**src/rtl/core/lfu_pkg.sv**
```systemverilog
// lfu_pkg: shared types and constants for the LFU page replacement table.
// Holds the request/response beats, the cell broadcast and the victim-search token.
// No dependencies.
package lfu_pkg;

	localparam int unsigned KEY_BITS   = 32;
	localparam int unsigned COUNT_BITS = 16;
	localparam int unsigned CAP_BITS   = 5;

	localparam logic [CAP_BITS-1:0]   CAP_RESET = 5'd16;
	localparam logic [COUNT_BITS-1:0] COUNT_MAX = '1;

	localparam logic [1:0] ACT_ACCESS = 2'd0;
	localparam logic [1:0] ACT_INSERT = 2'd1;
	localparam logic [1:0] ACT_REMOVE = 2'd2;

	typedef enum logic [1:0] {
		UPD_NONE   = 2'd0,
		UPD_RAISE  = 2'd1,
		UPD_REMOVE = 2'd2,
		UPD_INSERT = 2'd3
	} upd_op_t;

	typedef struct packed {
		logic [1:0]          action;
		logic [KEY_BITS-1:0] page_key;
	} req_t;

	typedef struct packed {
		logic                  hit;
		logic                  evicted;
		logic [KEY_BITS-1:0]   victim_key;
		logic [COUNT_BITS-1:0] victim_count;
	} rsp_t;

	// Update command seen by every cell in the same cycle
	typedef struct packed {
		upd_op_t             op;
		logic                ev;
		logic [KEY_BITS-1:0] key;
	} bcast_t;

	// Best-victim token handed from cell to cell
	typedef struct packed {
		logic                  vld;
		logic [COUNT_BITS-1:0] cnt;
		logic [KEY_BITS-1:0]   key;
		logic                  free_found;
	} cand_t;

	typedef struct packed {
		logic match;
		logic at_max;
	} slot_stat_t;

endpackage

```
**src/rtl/core/lfu_cell.sv**
```systemverilog
// lfu_cell: one slot of the replacement table plus its stage of the victim-search chain.
// Applies the broadcast update to its own slot and passes the best candidate onward.
// Depends on lfu_pkg.
module lfu_cell #(
	parameter int unsigned ENTRIES = 16,
	localparam int unsigned IW = $clog2(ENTRIES)
) (
	input  logic               clk,
	input  logic               arst_n,
	input  logic [IW-1:0]      slot,
	input  lfu_pkg::bcast_t    bc,
	input  logic [IW-1:0]      rank_ref,
	input  logic               tgt_sel,
	input  logic               new_sel,
	input  lfu_pkg::cand_t     cand_in,
	input  logic [IW-1:0]      cand_idx_in,
	input  logic [IW-1:0]      cand_age_in,
	input  logic [IW-1:0]      free_idx_in,
	output lfu_pkg::cand_t     cand_out,
	output logic [IW-1:0]      cand_idx_out,
	output logic [IW-1:0]      cand_age_out,
	output logic [IW-1:0]      free_idx_out,
	output lfu_pkg::slot_stat_t stat,
	output logic [IW-1:0]      rank
);
	import lfu_pkg::*;

	logic                  valid_q;
	logic [KEY_BITS-1:0]   key_q;
	logic [COUNT_BITS-1:0] cnt_q;
	logic [IW-1:0]         rank_q;

	logic                  best_vld_q;
	logic                  free_found_q;
	logic [COUNT_BITS-1:0] best_cnt_q;
	logic [KEY_BITS-1:0]   best_key_q;
	logic [IW-1:0]         best_idx_q;
	logic [IW-1:0]         best_age_q;
	logic [IW-1:0]         free_idx_q;

	logic take_own;

	assign stat.match  = valid_q && (key_q == bc.key);
	assign stat.at_max = (cnt_q == COUNT_MAX);
	assign rank        = rank_q;

	// Lower count wins; on equal counts the older entry into that count wins
	assign take_own = valid_q && (!cand_in.vld || (cnt_q < cand_in.cnt) ||
		((cnt_q == cand_in.cnt) && (rank_q > cand_age_in)));

	always_ff @(posedge clk or negedge arst_n) begin
		if (!arst_n) begin
			valid_q <= 1'b0;
		end else begin
			case (bc.op)
				UPD_REMOVE: begin
					if (tgt_sel) begin
						valid_q <= 1'b0;
					end
				end
				UPD_INSERT: begin
					if (new_sel) begin
						valid_q <= 1'b1;
					end else if (tgt_sel) begin
						valid_q <= 1'b0;
					end
				end
				default: begin
				end
			endcase
		end
	end

	always_ff @(posedge clk) begin
		case (bc.op)
			UPD_RAISE: begin
				if (tgt_sel) begin
					cnt_q  <= cnt_q + 1'b1;
					rank_q <= '0;
				end else if (valid_q && (rank_q < rank_ref)) begin
					rank_q <= rank_q + 1'b1;
				end
			end
			UPD_REMOVE: begin
				if (!tgt_sel && valid_q && (rank_q > rank_ref)) begin
					rank_q <= rank_q - 1'b1;
				end
			end
			UPD_INSERT: begin
				if (new_sel) begin
					key_q  <= bc.key;
					cnt_q  <= COUNT_BITS'(1);
					rank_q <= '0;
				end else if (valid_q && !tgt_sel && !(bc.ev && (rank_q > rank_ref))) begin
					// survivors age by one; those that closed the victim's gap stay put
					rank_q <= rank_q + 1'b1;
				end
			end
			default: begin
			end
		endcase
	end

	always_ff @(posedge clk or negedge arst_n) begin
		if (!arst_n) begin
			best_vld_q   <= 1'b0;
			free_found_q <= 1'b0;
		end else begin
			best_vld_q   <= cand_in.vld | valid_q;
			free_found_q <= cand_in.free_found | !valid_q;
		end
	end

	always_ff @(posedge clk) begin
		if (take_own) begin
			best_cnt_q <= cnt_q;
			best_key_q <= key_q;
			best_idx_q <= slot;
			best_age_q <= rank_q;
		end else begin
			best_cnt_q <= cand_in.cnt;
			best_key_q <= cand_in.key;
			best_idx_q <= cand_idx_in;
			best_age_q <= cand_age_in;
		end
		free_idx_q <= cand_in.free_found ? free_idx_in : slot;
	end

	assign cand_out.vld        = best_vld_q;
	assign cand_out.cnt        = best_cnt_q;
	assign cand_out.key        = best_key_q;
	assign cand_out.free_found = free_found_q;
	assign cand_idx_out        = best_idx_q;
	assign cand_age_out        = best_age_q;
	assign free_idx_out        = free_idx_q;

endmodule

```
**src/rtl/core/lfu_page_replacement.sv**
```systemverilog
// Least-frequently-used page table over ENTRIES slots, oldest-in-count loses ties.
// An item is taken when start is high and busy is low; its result appears on rsp for
// the single cycle that done is high, and must be captured then. Access, remove and an
// insert of a resident key pass through the match and update states; an insert of a
// new key also passes the scan state between them, while the victim and the first
// free slot ripple one cell per cycle down the chain; busy stays high throughout.
// Capacity (cfg_data) may be written at any time the block is idle.
// Depends on lfu_pkg and lfu_cell.
module lfu_page_replacement #(
	parameter int unsigned ENTRIES = 16
) (
	input  logic                           clk,
	input  logic                           arst_n,
	input  logic                           start,
	output logic                           busy,
	input  lfu_pkg::req_t                  req,
	output logic                           done,
	output lfu_pkg::rsp_t                  rsp,
	input  logic                           cfg_valid,
	output logic                           cfg_ready,
	input  logic [lfu_pkg::CAP_BITS-1:0]   cfg_data
);
	import lfu_pkg::*;

	localparam int unsigned IW = $clog2(ENTRIES);
	localparam int unsigned TW = $clog2(ENTRIES + 1);
	localparam int unsigned CW = (TW > CAP_BITS) ? TW : CAP_BITS;

	typedef enum logic [3:0] {
		ST_IDLE   = 4'b0001,
		ST_MATCH  = 4'b0010,
		ST_SCAN   = 4'b0100,
		ST_UPDATE = 4'b1000
	} state_t;

	state_t                state_q;
	req_t                  req_q;
	logic [ENTRIES-1:0]    match_s1;
	logic                  hit_s1;
	logic [IW-1:0]         scan_cnt_q;
	logic [TW-1:0]         total_q;
	logic [CAP_BITS-1:0]   cap_q;
	rsp_t                  rsp_q;
	logic                  done_q;

	cand_t                 cand     [ENTRIES];
	logic [IW-1:0]         cand_idx [ENTRIES];
	logic [IW-1:0]         cand_age [ENTRIES];
	logic [IW-1:0]         free_idx [ENTRIES];
	slot_stat_t            stat     [ENTRIES];
	logic [IW-1:0]         rank     [ENTRIES];

	logic [ENTRIES-1:0]    match_vec;
	logic [ENTRIES-1:0]    at_max_vec;
	logic [ENTRIES-1:0]    tgt_hot;
	logic [ENTRIES-1:0]    new_hot;
	bcast_t                bc;
	logic [IW-1:0]         rank_ref;

	logic                  is_raise;
	logic                  is_remove;
	logic                  is_ins;
	logic                  do_evict;
	logic                  sat;
	logic [CW-1:0]         cap_ext;
	logic [CW-1:0]         cap_eff;
	logic [CW-1:0]         tot_ext;
	logic [IW-1:0]         free_pick;

	for (genvar i = 0; i < ENTRIES; i++) begin : g_cell
		cand_t         c_in;
		logic [IW-1:0] ci_in;
		logic [IW-1:0] ca_in;
		logic [IW-1:0] cf_in;

		if (i == 0) begin : g_head
			assign c_in  = '0;
			assign ci_in = '0;
			assign ca_in = '0;
			assign cf_in = '0;
		end else begin : g_link
			assign c_in  = cand[i-1];
			assign ci_in = cand_idx[i-1];
			assign ca_in = cand_age[i-1];
			assign cf_in = free_idx[i-1];
		end

		lfu_cell #(
			.ENTRIES(ENTRIES)
		) u_cell (
			.clk          (clk),
			.arst_n       (arst_n),
			.slot         (IW'(i)),
			.bc           (bc),
			.rank_ref     (rank_ref),
			.tgt_sel      (tgt_hot[i]),
			.new_sel      (new_hot[i]),
			.cand_in      (c_in),
			.cand_idx_in  (ci_in),
			.cand_age_in  (ca_in),
			.free_idx_in  (cf_in),
			.cand_out     (cand[i]),
			.cand_idx_out (cand_idx[i]),
			.cand_age_out (cand_age[i]),
			.free_idx_out (free_idx[i]),
			.stat         (stat[i]),
			.rank         (rank[i])
		);

		assign match_vec[i]  = stat[i].match;
		assign at_max_vec[i] = stat[i].at_max;
	end

	always_comb begin
		is_raise  = hit_s1 && ((req_q.action == ACT_ACCESS) || (req_q.action == ACT_INSERT));
		is_remove = hit_s1 && (req_q.action == ACT_REMOVE);
		is_ins    = !hit_s1 && (req_q.action == ACT_INSERT);

		// zero counts as one, anything above the table size as the table size
		cap_ext = CW'(cap_q);
		if (cap_q == '0) begin
			cap_eff = CW'(1);
		end else if (cap_ext > CW'(ENTRIES)) begin
			cap_eff = CW'(ENTRIES);
		end else begin
			cap_eff = cap_ext;
		end
		tot_ext  = CW'(total_q);
		do_evict = is_ins && (tot_ext >= cap_eff);
		sat      = |(match_s1 & at_max_vec);

		// after an eviction the lowest free slot is the victim or an earlier hole
		if (do_evict && !(cand[ENTRIES-1].free_found &&
				(free_idx[ENTRIES-1] < cand_idx[ENTRIES-1]))) begin
			free_pick = cand_idx[ENTRIES-1];
		end else begin
			free_pick = free_idx[ENTRIES-1];
		end

		rank_ref = '0;
		for (int i = 0; i < ENTRIES; i++) begin
			tgt_hot[i] = (is_raise || is_remove) ? match_s1[i] :
				(do_evict && (cand_idx[ENTRIES-1] == IW'(i)));
			new_hot[i] = is_ins && (free_pick == IW'(i));
			rank_ref   = rank_ref | (tgt_hot[i] ? rank[i] : '0);
		end

		bc.ev  = do_evict;
		bc.key = req_q.page_key;
		if (state_q != ST_UPDATE) begin
			bc.op = UPD_NONE;
		end else if (is_raise && !sat) begin
			bc.op = UPD_RAISE;
		end else if (is_remove) begin
			bc.op = UPD_REMOVE;
		end else if (is_ins) begin
			bc.op = UPD_INSERT;
		end else begin
			bc.op = UPD_NONE;
		end
	end

	always_ff @(posedge clk or negedge arst_n) begin
		if (!arst_n) begin
			state_q    <= ST_IDLE;
			scan_cnt_q <= '0;
			total_q    <= '0;
			cap_q      <= CAP_RESET;
			done_q     <= 1'b0;
		end else begin
			if (cfg_valid && cfg_ready) begin
				cap_q <= cfg_data;
			end
			done_q <= (state_q == ST_UPDATE);
			case (state_q)
				ST_IDLE: begin
					if (start) begin
						state_q <= ST_MATCH;
					end
				end
				ST_MATCH: begin
					if ((req_q.action == ACT_INSERT) && !(|match_vec)) begin
						state_q    <= ST_SCAN;
						scan_cnt_q <= '0;
					end else begin
						state_q <= ST_UPDATE;
					end
				end
				ST_SCAN: begin
					// hold until the token has crossed every cell
					if (scan_cnt_q == IW'(ENTRIES - 1)) begin
						state_q <= ST_UPDATE;
					end else begin
						scan_cnt_q <= scan_cnt_q + 1'b1;
					end
				end
				ST_UPDATE: begin
					state_q <= ST_IDLE;
					if (bc.op == UPD_REMOVE) begin
						total_q <= total_q - 1'b1;
					end else if ((bc.op == UPD_INSERT) && !do_evict) begin
						total_q <= total_q + 1'b1;
					end
				end
				default: begin
					state_q <= ST_IDLE;
				end
			endcase
		end
	end

	always_ff @(posedge clk) begin
		if ((state_q == ST_IDLE) && start) begin
			req_q <= req;
		end
		if (state_q == ST_MATCH) begin
			match_s1 <= match_vec;
			hit_s1   <= |match_vec;
		end
		if (state_q == ST_UPDATE) begin
			rsp_q.hit          <= hit_s1;
			rsp_q.evicted      <= do_evict;
			rsp_q.victim_key   <= do_evict ? cand[ENTRIES-1].key : '0;
			rsp_q.victim_count <= do_evict ? cand[ENTRIES-1].cnt : '0;
		end
	end

	assign busy      = (state_q != ST_IDLE);
	assign done      = done_q;
	assign rsp       = rsp_q;
	assign cfg_ready = 1'b1;

endmodule

```
**config.mk**
```make
export PLATFORM = sky130hd
export DESIGN_NAME = lfu_page_replacement
export DESIGN_NICKNAME = d
export VERILOG_FILES = /design/src/rtl/core/lfu_pkg.sv /design/src/rtl/core/lfu_cell.sv /design/src/rtl/core/lfu_page_replacement.sv
export SDC_FILE = /design/constraint.sdc
export NUM_CORES = 2
export LEC_CHECK = 0
export BUFFER_PORTS_ARGS = -buffer_cell sky130_fd_sc_hd__buf_2
export CORE_MARGIN = 2
export CORE_UTILIZATION = 66
export CTS_BUF_LIST = sky130_fd_sc_hd__clkbuf_4
export DETAILED_ROUTE_END_ITERATION = 7
export PLACE_DENSITY_LB_ADDON = 0.05
export SYNTH_ARGS = -nofsm -noshare
export SYNTH_HDL_FRONTEND = slang
export SYNTH_SLANG_ARGS = --single-unit
```
**constraint.sdc**
```tcl
create_clock -name clk -period 9.92 [get_ports clk]
set_input_delay 0.496 -clock clk [delete_from_list [all_inputs] [get_ports clk]]
set_output_delay 0.496 -clock clk [all_outputs]
set_load 0.02 [all_outputs]
```
[Yosys cells after proc, flatten, opt, wreduce, memory -nomap -nowiden]
Index checks and enable logic that the tools add are counted.
Storage, ports and cells
  bits of input ports: 43
  output and inout bits: 53
  flip-flop bits (word level): 1925
Operators by class
  order comparisons: 65
  equality and inequality tests: 173
  muxes and demuxes: 285
  add/sub/neg operators: 51
  reduce and logical (&&, ||, !) cells: 330
  bitwise logic cells: 45
Operator list (number)
  $mux W16: 47
  $eq A32 B32 Y1: 16
  $pmux W16 S2: 16
  $mux W32: 15
  $mux W4: 116
  $add A16 B1 Y16 const B: 16
  $eq A16 B16 Y1 const B: 16
  $eq A16 B16 Y1: 15
  $lt A16 B16 Y1: 15
  $pmux W4 S3: 17
  $logic_and A1 B1 Y1: 168
  $gt A4 B4 Y1: 31
  $ne A2 B1 Y1 const B: 48
  $ne A3 B1 Y1 const B: 32
  $eq A4 B4 Y1 const B: 18
  $add A4 B1 Y4 const B: 17
  $logic_not A1 Y1: 68
  $lt A4 B4 Y1: 17
  $reduce_and A4 Y1: 16
  $sub A4 B1 Y4 const B: 16
  $or A4 B4 Y4: 15
  $reduce_and A3 Y1: 17
  $mux W1: 49
  $eq A4 B3 Y1 const B: 9
  other kinds (25): 139

[Depth between registers and ports, before layout]
  word-level depth: 30
  gate-level depth with buffers: 22

[Modules after synthesis]
From an unflattened synthesis, not the netlist that was laid out.
Second synthesis, totals
  cells, all modules: 7148
  area, all modules: 91037.3 µm²
Modules (own cells, without submodules)
  lfu_cell at g_cell[0].u_cell ...: cells an instance 414, times used 15, area an instance 5301.3 µm²
  lfu_page_replacement: cells an instance 525, times used 1, area an instance 6224.7 µm²
  lfu_cell at g_cell[9].u_cell: cells an instance 413, times used 1, area an instance 5292.6 µm²

[Worst setup path before layout]
No wires, ideal clock.
  path type: register -> register
  start point: register state_q[1]
  end point: register g_cell[0].u_cell.cnt_q[0], enable pin
  library setup time: 465 ps
  arrival time: 8614 ps
  required time: 9455 ps
  cell stages (with the launch flop): 7
  path buffers: 2
  slack: 841 ps
  cells stage by stage: dfrtp_1 -> nor4b_1 -> o21ai_1 -> clkbuf_1 -> nand2_1 -> clkbuf_1 -> o21ai_0
On the way
  word-level cells in the longest chain between the ends: 5
  elaborated cells between the ends (all ways): 8
  classes of those cells: eq/ne: 5; mux: 1; reduce/logical: 2
Ends and longest elaborated chain
  from (decl): line lfu_page_replacement.sv:36  | state_t state_q;
  from (signal assigned): line lfu_page_replacement.sv:165  | state_q <= ST_IDLE;
  from (signal assigned): line lfu_page_replacement.sv:178  | state_q <= ST_MATCH;
  from (signal assigned): line lfu_page_replacement.sv:183  | state_q <= ST_SCAN;
  $ne A4 B4 Y1 (*): line lfu_page_replacement.sv:150  | if (state_q != ST_UPDATE) begin
  $mux W2 (*): line lfu_page_replacement.sv:150
  $eq A2 B1 Y1 / $eq A2 B2 Y1 (equally long branches): line lfu_cell.sv:75  | case (bc.op)
  $ne A2 B1 Y1 (no source line) / $reduce_bool A2 Y1 (equally long branches)
  $reduce_and A3 Y1 (no source line) (*)
  to (signal assigned): line lfu_cell.sv:78  | cnt_q <= cnt_q + 1'b1;
  to (decl): line lfu_cell.sv:30  | logic [COUNT_BITS-1:0] cnt_q;
Every way passes the cells marked *; elsewhere a longest branch is shown, timed or not.
A chain may end at the register's enable or synchronous reset.

[Worst setup path in the final report]
  start point: register cap_q[2] (netlist: cap_ext[2])
  end point: register g_cell[4].u_cell.rank_q[3], enable pin
On the way
  word-level cells in the longest chain between the ends: 29
  elaborated cells between the ends (all ways): 86
  classes of those cells: order compare: 4; eq/ne: 4; mux: 35; bitwise: 15; reduce/logical: 28
Ends and longest elaborated chain
  from (decl): line lfu_page_replacement.sv:42  | logic [CAP_BITS-1:0] cap_q;
  from (signal assigned): line lfu_page_replacement.sv:172  | cap_q <= cfg_data;
  $gt A5 B5 Y1: line lfu_page_replacement.sv:123  | end else if (cap_ext > CW'(ENTRIES)) begin
  $mux W5: line lfu_page_replacement.sv:123
  $mux W5 (*): line lfu_page_replacement.sv:121  | if (cap_q == '0) begin
  $ge A5 B5 Y1 (*): line lfu_page_replacement.sv:129  | do_evict = is_ins && (tot_ext >= cap_eff);
  $logic_and A1 B1 Y1 (*): line lfu_page_replacement.sv:129
  $logic_and A1 B1 Y1: line lfu_page_replacement.sv:143  | (do_evict && (cand_idx[ENTRIES-1] == IW'(i)));
  $mux W1: line lfu_page_replacement.sv:142  | tgt_hot[i] = (is_raise || is_remove) ? match_s1[i] :
  $mux W4: line lfu_page_replacement.sv:145  | rank_ref = rank_ref | (tgt_hot[i] ? rank[i] : '0);
  $or A4 B4 Y4 (15 in a row): line lfu_page_replacement.sv:145
  $gt A4 B4 Y1: line lfu_cell.sv:85, lfu_cell.sv:94
  $logic_and A1 B1 Y1: line lfu_cell.sv:94  | end else if (valid_q && !tgt_sel && !(bc.ev && (rank_q > rank_ref))) begin
  $logic_not A1 Y1: line lfu_cell.sv:94
  $logic_and A1 B1 Y1: line lfu_cell.sv:94
  $ne A3 B1 Y1 (no source line)
  $reduce_and A4 Y1 (no source line) (*)
  to (signal assigned): line lfu_cell.sv:81  | rank_q <= rank_q + 1'b1;
  to (signal assigned): line lfu_cell.sv:86  | rank_q <= rank_q - 1'b1;
  to (signal assigned): line lfu_cell.sv:96  | rank_q <= rank_q + 1'b1;
  to (decl): line lfu_cell.sv:31  | logic [IW-1:0] rank_q;
Marked as above.

==> run summary <==
Status = completed
Peak Freq = 140 MHz
Startpoint Class = flip-flop
Period utilisation layout = 0.719
IO Count = 96
Setup TNS Final = 0 ns
Post-synth EDFFs = 933
CTS buffer count = 490
Required time worst endpoint = 10.83 ns
Filler cell count = 10100
DR vias/cell = 6.42
Ratio of cells with drive above 1 in the final layout = 0.160
Final WS setup = 2.79 ns
Synth Flop Type = edfxtp_1
Final Max Tran Viols = 0
#FFs+latches synth = 1925
Routability Congestion = 0.957
Via count = 73000
Clock power frac = 0.296
Hold Fails Final Rpt = 0
Critical Path Fanout Max = 13
WL/cell = 24.3 um
# rows = 138
Post-CTS sizing = 0
Synth async-reset ratio = 0.0343
Final nets = 9510
Multi-input logic area = 0.0419 mm2
Die Y = 382 um
Total Routed Length = 276000 um
DRT iter0 DRCs = 8415
Worst-Skew Late Latency = 1.42 ns
PwrDens = 225 mW/mm2
Synth top area cells = edfxtp_1 (30%), dfxtp_1 (20%), ha_1 (5.4%)
Dpl cells = 10400
Part of the Yosys area used for sequential elements = 0.511
Sequential share of power = 0.456
Final instance area = 0.104 mm2
First-pass GRT wire length = 418000 um
Net Sw Frac = 0.339
Gr ovfl total = 0
Placed cell area = 0.0963 mm2
Antenna viol nets, final = 0
CP Data Arrival Time = 8.04 ns
Root buffer cell = clkbuf_4
Die Wd = 382 um
Port bufs = 94
Tmin final = 7.13 ns
Initial Util = 0.666
Core footprint = 0.142 mm2
Syn-to-layout area delta = 9.86%
Largest net degree at the start of global routing = 170
Worst-case clock buffer depth = 4
Mapped Area = 0.0944 mm2
Endpoints failing setup = 0
Comb pwr share = 0.248
Slowest cell on the critical path = a22oi_1
Crit path cell chain = nor3_1 -> nor2_1 -> nor2_1 -> ha_1 -> nor2b_1 -> o21ai_0 -> a41oi_4 -> nor3_1 -> a22oi_1 -> o22ai_1 -> a221oi_1 -> nand3_1 -> nor4_2 -> buf_4 -> ha_1 -> a21o_1 -> a21boi_0 -> maj3_1 -> a22o_1 -> a211o_1 -> a211oi_1
Clock sink count = 1925
Pleak = 38.1 nW
Syn Inst Count = 8837
Vias in the first global route = 70800
Initial antenna violation count = 10
Clock skew = 0.169 ns
Postcts setup bufs = 0
RSZ-0062 raised after global routing = false
CP endpoint kind = flip-flop
Max-cap violation count = 0
Initial DRT Pass Iterations = 8
Rel. slew slack = 0.0710
CTS tree = built
Critical path's largest stage delay = 0.72 ns
Net switching power = 7.90 mW
Top cell type's share of synthesized area = 0.297
Max IR drop VDD = 305 uV
Slew @ Worst Pin = 1.38 ns
Die area = 0.146 mm2
Worst-path clk slew = 0.07 ns
R2R cell count = 21
Finished Layout Cells = 11400
Syn avg cell area = 10.7 um2
Int Pwr = 15.4 mW
Yosys warns = 0
Post-DP HPWL = 184000 um
Overall Global Routing Usage = 0.371
Worst Setup Slack post-DPL = 3.12 ns
Critical path class = flip-flop to flip-flop
Register area = 0.0482 mm2
Netlist cell types = 89
H-tree levels = 5
Post-route DRC = 0
HP Class = primary input to asynchronous set/reset pin
Largest area contributor in the netlist = edfxtp_1
Syn_nets = 9289
-- final cells by class --
type                    count  area share
repair buffers            312      0.0227
clock buffers             733      0.0531
diodes                     13    0.000314
inverters                 644      0.0233
multi-input cells        5685       0.404
well taps                1890      0.0228
flip-flops and latches   1925       0.465
clock inverters           174     0.00871
-- power by group through the flow --
stage	sequential, mW	combinational [mW]	clock [mW]
3_5_place_dp	10.7	5.58	0
5_1_grt	10.7	6.24	7.38
4_1_cts	10.6	5.66	6.98
3_3_place_gp	10.7	5.43	0
6_report	10.6	5.77	6.91
2_1_floorplan	10.4	4.02	0
-- what timing repair did --
| item | in CTS | in global routing |
|---|---|---|
| hold buffers | 90 | 0 |
| setup endpoints to repair | 0 | 0 |
| hold endpoints to repair | 118 | 0 |
-- flip-flops by register name, summed over array words and instances (netlist names), 32 cells and up --
| name | flops |
|---|---|
| g_cell.u_cell.rank | 64 |
| g_cell.u_cell.cand_age_out | 60 |
| g_cell.u_cell.free_idx_out | 49 |
| rsp | 50 |
| bc | 32 |
| g_cell.u_cell.cand_idx_out | 49 |
| g_cell.u_cell.cnt_q | 256 |
| g_cell.u_cell.best_cnt_q | 256 |
| g_cell.u_cell.best_key_q | 512 |
| g_cell.u_cell.key_q | 512 |
-- cells in the final DEF (no fill, tap or decap), types with 45 or more instances in the layout --
| cell type | count |
|---|---|
| xor2_1 | 382 |
| nor2_1 | 353 |
| nand2b_1 | 86 |
| dfrtp_1 | 57 |
| a21o_1 | 71 |
| and4_1 | 45 |
| o21ai_0 | 130 |
| xnor2_1 | 392 |
| ha_1 | 401 |
| and3_1 | 55 |
| nor3_1 | 407 |
| nor4_1 | 80 |
| nand3_1 | 555 |
| nor2b_1 | 58 |
| and2_1 | 159 |
| buf_4 | 128 |
| inv_1 | 643 |
| dlygate4sd3_1 | 89 |
| a311o_1 | 364 |
| dfxtp_1 | 926 |
| edfxtp_1 | 933 |
| o221ai_1 | 354 |
| buf_2 | 93 |
| nand2_1 | 587 |
| mux2_2 | 411 |
| clkbuf_4 | 733 |
| clkinv_1 | 134 |
| nand4_1 | 167 |
| a21oi_1 | 138 |
| o21a_1 | 46 |
-- through the flow --
stage | hold WS, ns | utilization | power (mW)
3_5_place_dp | 0.394 | 0.680 | 16.3
2_1_floorplan | 0.200 | - | 14.4
4_1_cts | 0.221 | 0.731 | 23.2
6_report | 0.323 | 0.731 | 23.3
5_1_grt | 0.278 | 0.731 | 24.3
3_3_place_gp | 0.390 | 0.680 | 16.2
-- Yosys cell counts (160+ instances only) --
library cell,number
mux2_2,411
nor3_1,407
nand2_1,590
a311o_1,364
edfxtp_1,933
inv_1,643
nand4_1,167
xnor2_1,392
o221ai_1,354
and2_1,160
nor2_1,353
ha_1,408
nand3_1,555
dfxtp_1,926
xor2_1,382
clkbuf_1,517
-- worst paths after layout --
path | slack (ns) | end | startpoint
min in group clk | 0.35 | bc[21]$_DFFE_PP_ | req[21]
hold / removal | 0.32 | g_cell[0].u_cell.best_vld_q$_DFF_PN0_ | arst_n
max in group asynchronous | 8.83 | g_cell[5].u_cell.valid_q$_DFFE_PN0N_ | arst_n
setup / recovery | 2.79 | g_cell[4].u_cell.rank[3]$_DFFE_PP_ | cap_ext[2]$_DFFE_PN0P_
setup reg to reg | 2.79 | g_cell[4].u_cell.rank[3]$_DFFE_PP_ | cap_ext[2]$_DFFE_PN0P_
hold reg to reg | 0.39 | g_cell[9].u_cell.free_idx_out[3]$_SDFF_PN1_ | g_cell[8].u_cell.free_idx_out[3]$_SDFF_PN1_
-- per-layer routing --
metal,GRT usage,share of wire,up-vias
met2,0.575,0.45,3719
met1,0.503,0.41,35300
met5,0,0.00012,-
met3,0.0683,0.093,754
met4,0.188,0.051,4
li1,-,-,33200
-- cells by family (layout without fill, tap and decap cells) --
group	Yosys count	count (layout)	share of synthesized area
and+or+nand+nor	2625	2625	0.138
DFF	1925	1925	0.511
AOI/OAI and AO/OA	1432	1432	0.123
buffers and inverters	1227	1863	0.0492
xor gates and xnor gates	774	774	0.0718
adders and majority gates	428	428	0.0563
muxes	425	425	0.0507
other	1	14	0.0000397
-- critical path: cells and delay by family (launching register included) --
kind                       cells  cell delay [ns]
adders and majority gates      3             0.92
and+or+nand+nor                7             1.60
buffers and inverters          1             0.41
DFF                            1             0.41
AOI/OAI and AO/OA             10             3.37
Power figures use the tool's default switching activity.
